==> src/sv/pedd_pkg.sv <==
// ----------------------------------------------------------------------------
// pedd_pkg: shared definitions of the palette error diffusion ditherer
// Sizes, codes, the controller state type, the command bundle and the
// rounding helper used by the datapath.
// ----------------------------------------------------------------------------
package pedd_pkg;

    localparam int MAX_WIDTH   = 1024;
    localparam int MAX_HEIGHT  = 4096;
    localparam int PAL_DEPTH   = 16;
    localparam int COL_W       = $clog2(MAX_WIDTH);
    localparam int MEM_AW      = COL_W + 1;
    localparam int WCFG_W      = 11;
    localparam int HCFG_W      = 13;
    localparam int NCFG_W      = 5;
    localparam int CFG_DATA_W  = 13;
    localparam int PAL_IDX_W   = 4;

    localparam logic [1:0] OP_PALETTE  = 2'd0;
    localparam logic [1:0] OP_PIXEL    = 2'd1;
    localparam logic [1:0] OP_DRAIN    = 2'd2;
    localparam logic [1:0] OP_RESERVED = 2'd3;

    localparam logic [1:0] REG_WIDTH  = 2'd0;
    localparam logic [1:0] REG_HEIGHT = 2'd1;
    localparam logic [1:0] REG_COUNT  = 2'd2;

    typedef enum logic [3:0] {
        ST_IDLE,
        ST_STORE,
        ST_FETCH_X,
        ST_FETCH_R,
        ST_FETCH_L,
        ST_CAPT,
        ST_SEARCH,
        ST_WRITE_R,
        ST_WRITE_L,
        ST_WRITE_C,
        ST_FINISH
    } state_t;

    typedef enum logic [1:0] {
        WSRC_V,
        WSRC_R7,
        WSRC_L3,
        WSRC_C5
    } wsrc_t;

    typedef enum logic [1:0] {
        CAP_NONE,
        CAP_X,
        CAP_R,
        CAP_L
    } cap_t;

    typedef struct packed {
        logic                 pal_we;
        logic                 v_load;
        logic                 v_spread;
        logic                 held_clear;
        logic                 held_load;
        logic [MEM_AW-1:0]    mem_addr;
        logic                 mem_we;
        wsrc_t                wsrc;
        cap_t                 cap;
        logic                 search_init;
        logic                 search_step;
        logic [PAL_IDX_W-1:0] pal_idx;
        logic                 out_load;
        logic                 out_eoi;
    } cmd_t;

    typedef struct packed {
        logic out_busy;
    } status_t;

    // px + err*k/16, rounded half to even, clamped to 0..255.
    function automatic logic [7:0] spread_ch(logic [7:0] px, logic signed [8:0] err,
                                             logic [2:0] k);
        logic signed [15:0] t;
        logic [9:0]         q;
        logic [3:0]         rem;
        logic [10:0]        qr;
        t   = $signed({4'd0, px, 4'd0}) + 16'(err) * $signed({13'd0, k})
              + 16'sd4096;
        q   = t[13:4];
        rem = t[3:0];
        qr  = {1'b0, q} + (((rem > 4'd8) || ((rem == 4'd8) && q[0])) ? 11'd1 : 11'd0);
        if (qr < 11'd256) begin
            spread_ch = 8'd0;
        end else if (qr > 11'd511) begin
            spread_ch = 8'd255;
        end else begin
            spread_ch = qr[7:0];
        end
    endfunction

endpackage

==> src/sv/pedd_ctrl.sv <==
// ----------------------------------------------------------------------------
// pedd_ctrl: sequencer of the palette error diffusion ditherer
// Holds configuration, stream position and the state machine that steps the
// datapath through fetch, palette search and error write-back.
// ----------------------------------------------------------------------------
module pedd_ctrl
    import pedd_pkg::*;
(
    input  logic                  clk,
    input  logic                  rst_n,
    input  logic                  in_valid,
    output logic                  in_stall,
    input  logic [1:0]            operation,
    input  logic                  cfg_we,
    input  logic [1:0]            cfg_index,
    input  logic [CFG_DATA_W-1:0] cfg_data,
    input  status_t               status,
    output cmd_t                  cmd
);

    state_t             state_reg, state_next;
    logic [WCFG_W-1:0]  width_reg, width_next;
    logic [HCFG_W-1:0]  height_reg, height_next;
    logic [NCFG_W-1:0]  count_reg, count_next;
    logic [COL_W-1:0]   in_col_reg, in_col_next;
    logic [HCFG_W-1:0]  in_row_reg, in_row_next;
    logic [WCFG_W-1:0]  out_col_reg, out_col_next;
    logic [COL_W-1:0]   col_reg, col_next;
    logic               sel_reg, sel_next;
    logic               below_reg, below_next;
    logic               right_reg, right_next;
    logic               last_reg, last_next;
    logic               swap_reg, swap_next;
    logic [PAL_IDX_W-1:0] idx_reg, idx_next;

    logic [WCFG_W-1:0]  w_eff;
    logic [HCFG_W-1:0]  h_eff;
    logic [NCFG_W-1:0]  n_eff;
    logic               accept;
    logic               pix_ok;
    logic               drain_ok;
    logic               drain_last;
    logic               search_last;
    logic               restart_cfg;

    always_comb
    begin
        if (width_reg == '0) begin
            w_eff = WCFG_W'(1);
        end else if (width_reg > WCFG_W'(MAX_WIDTH)) begin
            w_eff = WCFG_W'(MAX_WIDTH);
        end else begin
            w_eff = width_reg;
        end
        if (height_reg == '0) begin
            h_eff = HCFG_W'(1);
        end else if (height_reg > HCFG_W'(MAX_HEIGHT)) begin
            h_eff = HCFG_W'(MAX_HEIGHT);
        end else begin
            h_eff = height_reg;
        end
        if (count_reg == '0) begin
            n_eff = NCFG_W'(1);
        end else if (count_reg > NCFG_W'(PAL_DEPTH)) begin
            n_eff = NCFG_W'(PAL_DEPTH);
        end else begin
            n_eff = count_reg;
        end
    end

    assign in_stall    = (state_reg != ST_IDLE);
    assign accept      = in_valid && !in_stall;
    assign pix_ok      = (in_row_reg < h_eff) && ({1'b0, in_col_reg} < w_eff);
    assign drain_ok    = (in_row_reg == h_eff) && (out_col_reg < w_eff);
    assign drain_last  = (out_col_reg + WCFG_W'(1)) >= w_eff;
    assign search_last = ({1'b0, idx_reg} + NCFG_W'(1)) == n_eff;
    assign restart_cfg = cfg_we && ((cfg_index == REG_WIDTH) || (cfg_index == REG_HEIGHT));

    // Next state.
    always_comb
    begin
        state_next = state_reg;
        case (state_reg)
            ST_IDLE:
            begin
                if (accept && (operation == OP_PIXEL) && pix_ok) begin
                    state_next = (in_row_reg == '0) ? ST_STORE : ST_FETCH_X;
                end else if (accept && (operation == OP_DRAIN) && drain_ok) begin
                    state_next = ST_FETCH_X;
                end
            end
            ST_STORE:   state_next = ST_IDLE;
            ST_FETCH_X: state_next = ST_FETCH_R;
            ST_FETCH_R: state_next = ST_FETCH_L;
            ST_FETCH_L: state_next = ST_CAPT;
            ST_CAPT:    state_next = ST_SEARCH;
            ST_SEARCH:
            begin
                if (search_last) begin
                    state_next = ST_WRITE_R;
                end
            end
            ST_WRITE_R: state_next = ST_WRITE_L;
            ST_WRITE_L: state_next = ST_WRITE_C;
            ST_WRITE_C: state_next = ST_FINISH;
            ST_FINISH:
            begin
                if (!status.out_busy) begin
                    state_next = ST_IDLE;
                end
            end
            default:    state_next = ST_IDLE;
        endcase
    end

    // Commands to the datapath.
    always_comb
    begin
        cmd          = '0;
        cmd.wsrc     = WSRC_V;
        cmd.cap      = CAP_NONE;
        cmd.mem_addr = {sel_reg, col_reg};
        cmd.pal_idx  = idx_reg;
        case (state_reg)
            ST_IDLE:
            begin
                cmd.pal_we     = accept && (operation == OP_PALETTE);
                cmd.v_load     = accept && (operation == OP_PIXEL);
                cmd.v_spread   = (in_row_reg != '0) && (in_col_reg != '0);
                cmd.held_clear = (accept && (operation == OP_DRAIN) && drain_ok && drain_last)
                                 || restart_cfg;
            end
            ST_STORE:
            begin
                cmd.mem_we   = 1'b1;
                cmd.wsrc     = WSRC_V;
                cmd.mem_addr = {~sel_reg, col_reg};
            end
            ST_FETCH_X: cmd.mem_addr = {sel_reg, col_reg};
            ST_FETCH_R:
            begin
                cmd.mem_addr = {sel_reg, col_reg + COL_W'(1)};
                cmd.cap      = CAP_X;
            end
            ST_FETCH_L:
            begin
                cmd.mem_addr = {~sel_reg, col_reg - COL_W'(1)};
                cmd.cap      = CAP_R;
            end
            ST_CAPT:
            begin
                cmd.cap         = CAP_L;
                cmd.search_init = 1'b1;
            end
            ST_SEARCH:  cmd.search_step = 1'b1;
            ST_WRITE_R:
            begin
                cmd.mem_addr = {sel_reg, col_reg + COL_W'(1)};
                cmd.mem_we   = right_reg;
                cmd.wsrc     = WSRC_R7;
            end
            ST_WRITE_L:
            begin
                cmd.mem_addr = {~sel_reg, col_reg - COL_W'(1)};
                cmd.mem_we   = below_reg && (col_reg != '0);
                cmd.wsrc     = WSRC_L3;
            end
            ST_WRITE_C:
            begin
                cmd.mem_addr  = {~sel_reg, col_reg};
                cmd.mem_we    = below_reg;
                cmd.wsrc      = WSRC_C5;
                cmd.held_load = below_reg && right_reg;
            end
            ST_FINISH:
            begin
                cmd.out_load = !status.out_busy;
                cmd.out_eoi  = last_reg;
            end
            default:    cmd = '0;
        endcase
    end

    // Register updates.
    always_comb
    begin
        width_next   = width_reg;
        height_next  = height_reg;
        count_next   = count_reg;
        in_col_next  = in_col_reg;
        in_row_next  = in_row_reg;
        out_col_next = out_col_reg;
        col_next     = col_reg;
        sel_next     = sel_reg;
        below_next   = below_reg;
        right_next   = right_reg;
        last_next    = last_reg;
        swap_next    = swap_reg;
        idx_next     = idx_reg;
        if ((state_reg == ST_IDLE) && accept) begin
            if ((operation == OP_PIXEL) && pix_ok) begin
                col_next   = in_col_reg;
                below_next = 1'b1;
                right_next = ({1'b0, in_col_reg} + WCFG_W'(1)) < w_eff;
                last_next  = 1'b0;
                if (in_row_reg != '0) begin
                    out_col_next = {1'b0, in_col_reg} + WCFG_W'(1);
                end
                if (({1'b0, in_col_reg} + WCFG_W'(1)) >= w_eff) begin
                    in_col_next  = '0;
                    in_row_next  = in_row_reg + HCFG_W'(1);
                    out_col_next = '0;
                    swap_next    = 1'b1;
                end else begin
                    in_col_next = in_col_reg + COL_W'(1);
                    swap_next   = 1'b0;
                end
            end else if ((operation == OP_DRAIN) && drain_ok) begin
                col_next   = out_col_reg[COL_W-1:0];
                below_next = 1'b0;
                right_next = !drain_last;
                last_next  = drain_last;
                swap_next  = 1'b0;
                if (drain_last) begin
                    in_col_next  = '0;
                    in_row_next  = '0;
                    out_col_next = '0;
                end else begin
                    out_col_next = out_col_reg + WCFG_W'(1);
                end
            end
        end
        if (cfg_we) begin
            case (cfg_index)
                REG_WIDTH:
                begin
                    width_next   = cfg_data[WCFG_W-1:0];
                    in_col_next  = '0;
                    in_row_next  = '0;
                    out_col_next = '0;
                end
                REG_HEIGHT:
                begin
                    height_next  = cfg_data[HCFG_W-1:0];
                    in_col_next  = '0;
                    in_row_next  = '0;
                    out_col_next = '0;
                end
                REG_COUNT: count_next = cfg_data[NCFG_W-1:0];
                default:   count_next = count_reg;
            endcase
        end
        if (state_reg == ST_CAPT) begin
            idx_next = '0;
        end else if (state_reg == ST_SEARCH) begin
            idx_next = idx_reg + PAL_IDX_W'(1);
        end
        if (((state_reg == ST_STORE) || ((state_reg == ST_FINISH) && !status.out_busy))
            && swap_reg) begin
            sel_next  = ~sel_reg;
            swap_next = 1'b0;
        end
    end

    always_ff @(posedge clk or negedge rst_n)
    begin
        if (!rst_n) begin
            state_reg   <= ST_IDLE;
            width_reg   <= WCFG_W'(1);
            height_reg  <= HCFG_W'(1);
            count_reg   <= NCFG_W'(PAL_DEPTH);
            in_col_reg  <= '0;
            in_row_reg  <= '0;
            out_col_reg <= '0;
            col_reg     <= '0;
            sel_reg     <= 1'b0;
            below_reg   <= 1'b0;
            right_reg   <= 1'b0;
            last_reg    <= 1'b0;
            swap_reg    <= 1'b0;
            idx_reg     <= '0;
        end else begin
            state_reg   <= state_next;
            width_reg   <= width_next;
            height_reg  <= height_next;
            count_reg   <= count_next;
            in_col_reg  <= in_col_next;
            in_row_reg  <= in_row_next;
            out_col_reg <= out_col_next;
            col_reg     <= col_next;
            sel_reg     <= sel_next;
            below_reg   <= below_next;
            right_reg   <= right_next;
            last_reg    <= last_next;
            swap_reg    <= swap_next;
            idx_reg     <= idx_next;
        end
    end

endmodule

==> config.mk <==
export PLATFORM = sky130hd
export DESIGN_NAME = pedd_ctrl
export DESIGN_NICKNAME = d
export VERILOG_FILES = /design/src/sv/pedd_pkg.sv /design/src/sv/pedd_ctrl.sv
export SDC_FILE = /design/constraint.sdc
export NUM_CORES = 1
export LEC_CHECK = 0
export BUFFER_PORTS_ARGS = -buffer_cell sky130_fd_sc_hd__buf_2
export CAP_MARGIN = 25
export CORE_MARGIN = 2
export CORE_UTILIZATION = 60
export CTS_CLUSTER_SIZE = 28
export DETAILED_ROUTE_END_ITERATION = 8
export GPL_ROUTABILITY_DRIVEN = 0
export PLACE_DENSITY = 0.8
export SYNTH_ARGS = -nofsm -noshare
export SYNTH_HDL_FRONTEND = slang
export SYNTH_SLANG_ARGS = --single-unit
==> constraint.sdc <==
create_clock -name clk -period 5 [get_ports clk]
set_input_delay 0 -clock clk [delete_from_list [all_inputs] [get_ports clk]]
set_output_delay 0 -clock clk [all_outputs]
set_load 0.005 [all_outputs]
==> results_dict.tcl, run 1 <==
set metrics [dict create \
    clk_latency_ps 380 \
    hold_viol_final 0 \
    yosys_register_bits 86 \
    cts_htree_levels 3 \
    fillers 864 \
    arrival_ps 4320 \
    drive_gt1_share_pct 13.90 \
    setup_viol 0 \
    grt_start_max_net_pins 87 \
    status "finished clean" \
    syn-num-nets 855 \
    dp_hpwl_mm 13.45 \
    r2r_cells 14 \
    fp.dieW_um 109.1 \
    rsz0062_at_grt "false" \
    die-area_mm2 0.01191 \
    final_area_mm2 0.007333 \
    areaGrowthSynthToFinish_pct 10.56 \
    avgRoutedWirePerCell_um 18.60 \
    grt_pass1_wl_mm 29.29 \
    critPathKind "reg -> out" \
    endpoint_kind "primary output" \
    cts.sinks 86 \
    startpoint_type "flop" \
    yosys_most_used_dff "dfrtp_1" \
    start_util_pct 61.45 \
    vias 6185 \
    crit_path_start "state_reg[2]$_DFFE_PN0P_" \
    syn_area_mm2 0.006633 \
    layout_common_cells "nand2_1, dfrtp_1, ha_1" \
    reg2reg_to "out_col_reg[2]$_DFF_PN0_" \
    synth-seq-area-share_pct 32.50 \
    drtIter0Drc 809 \
    p_leak_uw 0.003417 \
    r2r_start "in_col_reg[0]$_DFF_PN0_" \
    routed_wl_mm 17.85 \
    worstPathMaxFanout 16 \
    cts_tree "yes" \
    antenna_cells 0 \
    placed_cell_area_mm2 0.006980 \
    reg2reg_slack_ps 1110 \
    period_minus_slack_ps 4316 \
    grt_pass1_vias 5931 \
    port_buffers 51 \
    async_flop_share_pct 100.0 \
    finalMaxSlewViolations 0 \
    fin_nets 908 \
    cts_max_path_buffers 2 \
    ios 52 \
    power.density_mw_per_mm2 335.9 \
    synth.distinct_cells 69 \
    regArea_mm2 0.002156 \
    ir_worst_vdd_mv 0.2707 \
    antenna_found_initial 0 \
    worstMarginPinSlew_ps 1051 \
    syn_avg_cell_area_um2 8.704 \
    rows 38 \
    path_clk_slew_ps 90 \
    grt_overflow 0 \
    cts_buffers 9 \
    max_freq_mhz 231.7 \
    grtUsageTotal_pct 31.63 \
    clock-root-buffer "clkbuf_8" \
    required_ps 5000 \
    ant_nets 0 \
    core_area_mm2 0.01079 \
    synth_edf_count 0 \
    hold_class "in -> async" \
    finalSetupTns_ps 0 \
    max_slew_margin_pct 29.68 \
    finalClockSkew_ps 17.86 \
    finalCritPeriodShare_pct 86.32 \
    yosysWarningCount 0 \
    vias_per_cell 6.443 \
    final_common_cell "nand2_1" \
    synthCells 762 \
    multi_input_area_mm2 0.004264 \
    drc 0 \
    cts-resized-gates 0 \
    cap_violations 0 \
    crit_end "cmd[21]" \
    fp.dieH_um 109.1 \
    first_pass_iters 5 \
]
-- worst max-delay path, stage by stage, from the launching register on --
cell      delay, ps
dfrtp_1         570
nand2b_1        260
nor2_1          230
nor2_1           90
nor2_1          540
ha_1            390
nor2b_1         140
o21ai_0         240
a21boi_0        170
o21ai_0         270
a21boi_0        150
o21a_1          200
or3_1           310
a32o_1          260
buf_2           130
-- power breakdown --
part | internal (µW) | leakage [µW] | switching [µW]
sequential | 796 | 0.00112 | 169
clock | 199 | 0.0000877 | 268
combinational | 443 | 0.00221 | 588
-- metrics by stage --
step | instances | hold slack, ps | util (%) | total power [µW] | worst slack (ps)
floorplan | 762 | -295.6 | - | 1668 | 1492
global placement | 929 | 234.9 | 64.68 | 1921 | 1356
detailed placement | 929 | 236.8 | 64.68 | 1976 | 1201
CTS | 959 | 49.63 | 67.69 | 2448 | 782.2
global route | 960 | 57.97 | 67.95 | 2646 | 434.6
finish | 960 | 31.98 | 67.95 | 2463 | 684.1
-- worst min-delay path by stage --
stage	depth (start not counted)	start	endpoint	slack (ps)
after floorplan	0	rst_n	below_reg$_DFFE_PN0P_	-300
after global placement	2	cfg_data[11]	height_reg[11]$_DFFE_PN0P_	230
after global routing	2	rst_n	height_reg[6]$_DFFE_PN0P_	60
final	2	rst_n	height_reg[6]$_DFFE_PN0P_	30
after CTS	4	status	state_reg[3]$_DFFE_PN0P_	50
after detailed placement	2	cfg_data[11]	height_reg[11]$_DFFE_PN0P_	240
-- final cells by class --
type / count / share of cell area [%]
clock buffers: 11 / 1.928
clock inverters: 5 / 0.5972
inverters: 28 / 1.433
multi-input cells: 621 / 58.15
flip-flops and latches: 86 / 29.40
well taps: 140 / 2.389
repair buffers: 69 / 6.108
-- synthesized netlist by cell type, types with 3 or more instances --
cell type,count,area share (%)
clkbuf_1,23,1.3
mux2i_1,9,1.4
inv_1,28,1.6
dfrtp_1,83,31
a21oi_1,51,3.8
nand3b_1,5,0.57
nand2_1,102,5.8
a32o_1,3,0.45
nor3b_1,3,0.34
nand4b_1,4,0.53
a22oi_1,7,0.79
a22o_1,5,0.66
nor2_1,54,3.1
o21ai_0,55,4.2
nor4_1,11,1.0
mux2_2,31,5.3
xnor2_1,15,2.0
nand2b_1,10,0.94
o21bai_1,4,0.45
xor2_1,16,2.1
and4_1,3,0.40
o22ai_1,4,0.38
ha_1,70,13
and3_1,14,1.3
a21o_1,8,0.91
nor2b_1,10,0.94
o21a_1,5,0.57
a311oi_1,5,0.66
or3_1,5,0.47
a31oi_1,10,0.94
a21boi_0,3,0.34
a211oi_1,3,0.34
dfstp_2,3,1.2
and2_1,12,1.1
o211ai_1,5,0.57
nand3_1,22,1.7
nand4_1,9,0.85
nor3_1,14,1.1
-- timing repair --
action                                 CTS  global route
hold buffers                            14             0
endpoints found under the hold margin  112             0
buffers inserted                         0             0
-- per-layer routing --
layer	up-vias	part of all wire, %	track usage [%]
met1	2929	42	41.36
met3	51	8.1	5.380
met4	0	2.9	13.28
met2	314	47	51.86
li1	2891	-	-
met5	-	0	0
-- cells by family (layout without fill, tap and decap cells) --
group           Yosys count  in the layout  share of synthesized area, %
simple gates            290            290                         22.28
compound gates          189            189                         17.79
flops                    86             86                         32.50
fa+ha+maj                71             71                         13.51
buf+inv                  55            113                         3.207
mux                      40             40                         6.621
xor+xnor                 31             31                         4.094
Note: power is estimated with default switching activity, not from simulation.
==> run 2: changes to the inputs <==
Settings changed: ABC_AREA from default to 1, PLACE_DENSITY 0.8 to 0.79.
==> results_dict.tcl, run 2 <==
set metrics [dict create \
    status "finished with violations" \
    violations "negative hold slack" \
    vias_per_cell 5.557 \
    placed_cell_area_mm2 0.008149 \
    synth_compound_area_share_pct 13.20 \
    ant_nets 0 \
    hold_slack_ps -5.271 \
    yosysMostFrequentCell "nand2_1" \
    required_ps 5000 \
    layout_common_cells "nand2_1, inv_1, nor2_1" \
    critPathMostFrequentCell "nand2_1" \
    place_ws_ps 1454 \
    synth_xor_area_share_pct 3.598 \
    synth.distinct_cells 41 \
    yosys.area.top_type "dfrtp_1" \
    finalCritPeriodShare_pct 75.34 \
    critical-path-max-stage-delay_ps 400 \
    reg2reg_to "out_col_reg[2]$_DFF_PN0_" \
    clk_latency_ps 360 \
    ios 52 \
    endpoint_kind "primary output" \
    arrival_ps 3770 \
    hold_class "in -> reg" \
    routed_wl_mm 21.96 \
    cts_max_path_buffers 2 \
    power_uw 4598 \
    yosysWarningCount 0 \
    yosys_most_used_dff "dfrtp_1" \
    p_seq_share_pct 26.8 \
    cts_tree "yes" \
    synthTopCellsByArea "dfrtp_1, nand2_1, ha_1, inv_1, o21ai_0" \
    postCtsSetupBuffers 0 \
    dp_hpwl_mm 16.68 \
    finalSetupTns_ps 0 \
    r2r_cells 15 \
    synthTopCellsByCount "nand2_1, inv_1, nor2_1" \
    vias 8002 \
    final_util_pct 67.71 \
    period_minus_slack_ps 3767 \
    r2r_start "width_reg[2]$_DFFE_PN0P_" \
    core_area_mm2 0.01267 \
    die-area_mm2 0.01391 \
    grt_start_max_net_pins 49 \
    reg2reg_slack_ps 1410 \
    worstPathMaxFanout 11 \
    rsz0062_at_grt "false" \
    power.internal_uw 2277 \
    synthSimpleGateAreaFrac_pct 34.32 \
    ir_worst_vdd_mv 0.2141 \
    antenna_cells 0 \
    p_clk_share_pct 15.6 \
    finalClockSkew_ps 9.617 \
    cts_buffers 9 \
    path_clk_slew_ps 60 \
    clock-root-buffer "clkbuf_16" \
    critPathKind "reg -> out" \
    syn_area_mm2 0.007790 \
    setup_viol 0 \
    synth-seq-area-share_pct 27.67 \
    path_cells "nor4_1 > nand3_1 > nand2_1 > nand2_1 > ha_1 > inv_1 > nor2_1 > nand2_1 > a21boi_1 > nand2_1 > inv_2 > nor2_2 > nand2_1 > o21ai_0 > buf_2" \
    swShare_pct 50.47 \
    post_synth_fa_ha_maj_area_fraction_pct 11.50 \
    power.density_mw_per_mm2 535.9 \
    fin_nets 1356 \
    hold_viol_final 1 \
    syn_avg_cell_area_um2 6.417 \
    drc 0 \
    fin_ws_ps 1233 \
    max_freq_mhz 265.5 \
    worstMarginPinSlew_ps 977.3 \
    start_util_pct 61.48 \
    first_pass_iters 5 \
    p_comb_share_pct 57.6 \
    worstHoldStart "cfg_data[2]" \
    grt_overflow 0 \
    cts_htree_levels 3 \
    slowest_stage "dfrtp_1" \
    hold_end "height_reg[2]$_DFFE_PN0P_" \
    crit_cells 15 \
    path_buf_inv 3 \
    port_buffers 51 \
    path_delay_family "simple AND/OR/NAND/NOR gates" \
    grt_pass1_vias 7262 \
    min_path_cells 3 \
    yosys_register_bits 86 \
    startpoint_type "flop" \
    rows 41 \
    max_slew_margin_pct 34.77 \
    synth.top_cell.area_share_pct 26.66 \
    fp.dieW_um 117.9 \
    synth_edf_count 0 \
    antenna_found_initial 0 \
    p_leak_uw 0.004622 \
    async_flop_share_pct 100.0 \
    fp.dieH_um 117.9 \
    avgRoutedWirePerCell_um 15.25 \
    finalMaxSlewViolations 0 \
    grtUsageTotal_pct 32.32 \
    drtIter0Drc 582 \
    synth_top_family_by_area "simple AND/OR/NAND/NOR gates" \
    drive_gt1_share_pct 8.517 \
    final_common_cell "nand2_1" \
    cts.sinks 86 \
    final_area_mm2 0.008579 \
    cap_violations 0 \
    synth_mux_area_share_pct 0.1446 \
    areaGrowthSynthToFinish_pct 10.13 \
    synthCells 1214 \
    hold_buffers 12 \
    cts-resized-gates 0 \
    grt_pass1_wl_mm 36.16 \
    p_sw_uw 2321 \
    syn-num-nets 1307 \
]
## run 2: changes by cell type after synthesis, moves of 12 or more
cell     previous run  this run
and3_1             14         0
inv_1              28       152
mux2_2             31         1
nand2_1           102       381
nand3_1            22        71
nor2_1             54       120
nor2_2              0        12
o21ai_0            55       107
o21ai_1             2        17
xnor2_1            15         3
xor2_1             16        29
## run 2: power by group through the flow
stage	sequential [µW]	combinational (µW)	clock [µW]
finish	1230	2650	716
global placement	1220	2550	0
detailed placement	1230	2590	0
floorplan	1100	2020	0
global route	1260	3040	743
CTS	1220	2620	717
## run 2: cells by family after synthesis
group           count (synthesis)
flops                          86
xor+xnor                       32
compound gates                198
fa+ha+maj                      71
simple gates                  637
buf+inv                       189
mux                             1
## run 2: per-layer routing
layer  global-route usage [%]  share of wire, %  wire length, µm
met5                        0                 0                0
met4                    13.10               3.8              830
met3                    5.911               8.2             1799
met2                    51.13                44             9673
met1                    43.75                44             9656
## run 2: layout make-up
| type | count | area [µm²] |
|---|---|---|
| repair buffers | 67 | 407.9 |
| inverters | 160 | 600.6 |
| multi-input cells | 939 | 4890 |
| clock buffers | 12 | 256.5 |
| clock inverters | 4 | 53.80 |
| fillers | 1135 | 4091 |
| flip-flops and latches | 86 | 2156 |
| well taps | 172 | 215.2 |
## run 2: how the worst max path moves through the flow
stage	from	endpoint	slack [ps]
5_1_grt	width_reg[6]$_DFFE_PN0P_	cmd[25]	860
3_5_place_dp	width_reg[2]$_DFFE_PN0P_	out_col_reg[2]$_DFF_PN0_	1450
4_1_cts	width_reg[2]$_DFFE_PN0P_	cmd[25]	1290
3_3_place_gp	width_reg[2]$_DFFE_PN0P_	right_reg$_DFFE_PN0P_	1520
6_report	width_reg[2]$_DFFE_PN0P_	cmd[25]	1230
2_1_floorplan	width_reg[3]$_DFFE_PN0P_	in_col_reg[8]$_DFF_PN0_	2250
## run 2: through the flow
step                      hold WS (ps)  instances
final                           -5.271       1440
after global routing             7.106       1440
after CTS                        11.22       1440
after detailed placement         2.475       1412
after global placement          0.2236       1411
after floorplan                 -295.6       1214
## run 2: tightest hold or removal path, stage by stage
cell and delay, ps:
buf_2 70, inv_1 80, o21ai_0 160
==> run 3: changes to the inputs <==
Clock period 5 ns to 3.7 ns, I/O delays scaled along.
==> results_dict.tcl, run 3 (synthesized netlist as in run 2, its figures left out) <==
set metrics [dict create \
    grt_start_max_net_pins 47 \
    fillers 1147 \
    critical-path-max-stage-delay_ps 520 \
    drc 0 \
    reg2reg_to "in_col_reg[8]$_DFF_PN0_" \
    critPathKind "reg -> out" \
    finalCritPeriodShare_pct 93.23 \
    hold_class "in -> reg" \
    endpoint_kind "primary output" \
    rsz0062_at_grt "false" \
    hold_end "width_reg[2]$_DFFE_PN0P_" \
    status "finished clean" \
    startpoint_type "flop" \
    first_pass_iters 5 \
    areaGrowthSynthToFinish_pct 11.16 \
    setup_viol 0 \
    core_area_mm2 0.01267 \
    hold_viol_final 0 \
    layout_common_cells "nand2_1, inv_1, nor2_1" \
    grt_pass1_vias 7650 \
    p_leak_uw 0.004663 \
    min_path_cells 3 \
    vias_per_cell 5.600 \
    required_ps 3700 \
    cts_tree "yes" \
    worstPathMaxFanout 9 \
    path_delay_family "simple AND/OR/NAND/NOR gates" \
    path_buf_inv 4 \
    path_clk_slew_ps 70 \
    fp.dieW_um 117.9 \
    finalMaxSlewViolations 0 \
    rows 41 \
    fin_nets 1368 \
    stdcell_count 1452 \
    clk_latency_ps 350 \
    postCtsSetupBuffers 0 \
    cts_htree_levels 3 \
    drive_gt1_share_pct 9.453 \
    r2r_cells 14 \
    die-area_mm2 0.01391 \
    reg2reg_slack_ps 390 \
    ir_worst_vdd_mv 0.3446 \
    arrival_ps 3450 \
    cts_buffers 9 \
    cts_max_path_buffers 2 \
    path_cells "nand3_1 > inv_1 > nand3_1 > nor2_1 > xor2_1 > inv_1 > ha_1 > nand2_1 > nor2_1 > nand2_1 > a21boi_1 > nand2_1 > inv_2 > nor2_4 > nand2_1 > o21ai_0 > buf_2" \
    avgRoutedWirePerCell_um 15.36 \
    regArea_mm2 0.002157 \
    placed_cell_area_mm2 0.008244 \
    max_freq_mhz 289.9 \
    cts.sinks 86 \
    clock-root-buffer "clkbuf_16" \
    antenna_cells 0 \
    worstMarginPinSlew_ps 796.2 \
    ios 52 \
    fp.dieH_um 117.9 \
    slowest_stage "dfrtp_1" \
    routed_wl_mm 22.30 \
    r2r_start "in_col_reg[1]$_DFF_PN0_" \
    dp_hpwl_mm 17.34 \
    antenna_found_initial 0 \
    multi_input_area_mm2 0.004897 \
    cap_violations 0 \
    period_minus_slack_ps 3449 \
    start_util_pct 61.48 \
    final_common_cell "nand2_1" \
    port_buffers 51 \
    dp.cells 1423 \
    max_slew_margin_pct 46.86 \
    grt_pass1_wl_mm 37.52 \
    worstHoldStart "cfg_data[2]" \
    ant_nets 0 \
    vias 8131 \
    grt_overflow 0 \
    finalClockSkew_ps 9.780 \
    drtIter0Drc 645 \
    critPathMostFrequentCell "nand2_1" \
    grtUsageTotal_pct 33.57 \
    final_area_mm2 0.008660 \
    finalSetupTns_ps 0 \
    power.density_mw_per_mm2 715.1 \
]
run 3: routing by layer:
metal / vias up / track usage (%) / wire [µm]
li1: 4025 / - / -
met1: 3654 / 44.74 / 9486
met2: 382 / 53.34 / 10090
met3: 70 / 5.475 / 1791
met4: 0 / 15.81 / 932
met5: - / 0 / 0
run 3: what timing repair did:
action                                  in CTS  in global routing
endpoints found under the setup margin       0                  1
endpoints found under the hold margin       65                  0
hold buffers                                13                  0
resized for setup                            0                  3
run 3: worst reg2reg max path, delay by kind of cell (launching register included):
| kind | cells | cell delay (ps) |
|---|---|---|
| AOI/OAI and AO/OA | 2 | 360 |
| adders and majority gates | 2 | 640 |
| buffers and inverters | 1 | 80 |
| DFF | 1 | 540 |
| and+or+nand+nor | 9 | 1590 |
run 3: metrics by stage:
stage	util (%)	power, µW	setup WS, ps	hold slack (ps)
6_report	68.34	6193	250.6	14.70
5_1_grt	68.34	6821	3.266	42.67
4_1_cts	68.27	6143	151.4	17.05
3_5_place_dp	65.06	5252	451.0	50.93
3_3_place_gp	65.06	5165	545.8	49.03
2_1_floorplan	-	4211	954.4	-295.6
run 3: layout make-up:
type | instances | area share (%)
timing repair buffer | 79 | 5.924
clock buffer | 10 | 2.644
clock inverter | 6 | 0.5491
multi-input combinational | 939 | 56.55
sequential | 86 | 24.91
tap | 172 | 2.485
inverter | 160 | 6.935
run 3: worst max-delay path by stage:
stage / from / to / slack (ps) / cells after the start
floorplan: width_reg[3]$_DFFE_PN0P_ / in_col_reg[8]$_DFF_PN0_ / 950 / 17
global placement: in_col_reg[1]$_DFF_PN0_ / in_col_reg[7]$_DFF_PN0_ / 550 / 14
detailed placement: width_reg[3]$_DFFE_PN0P_ / in_col_reg[9]$_DFF_PN0_ / 450 / 15
CTS: width_reg[3]$_DFFE_PN0P_ / cmd[25] / 150 / 15
global route: out_col_reg[2]$_DFF_PN0_ / cmd[25] / 3 / 16
finish: out_col_reg[2]$_DFF_PN0_ / cmd[25] / 250 / 17
run 3: power by group:
part           internal (µW)  switching (µW)
sequential              1220             443
clock                    459             397
combinational           1350            2320
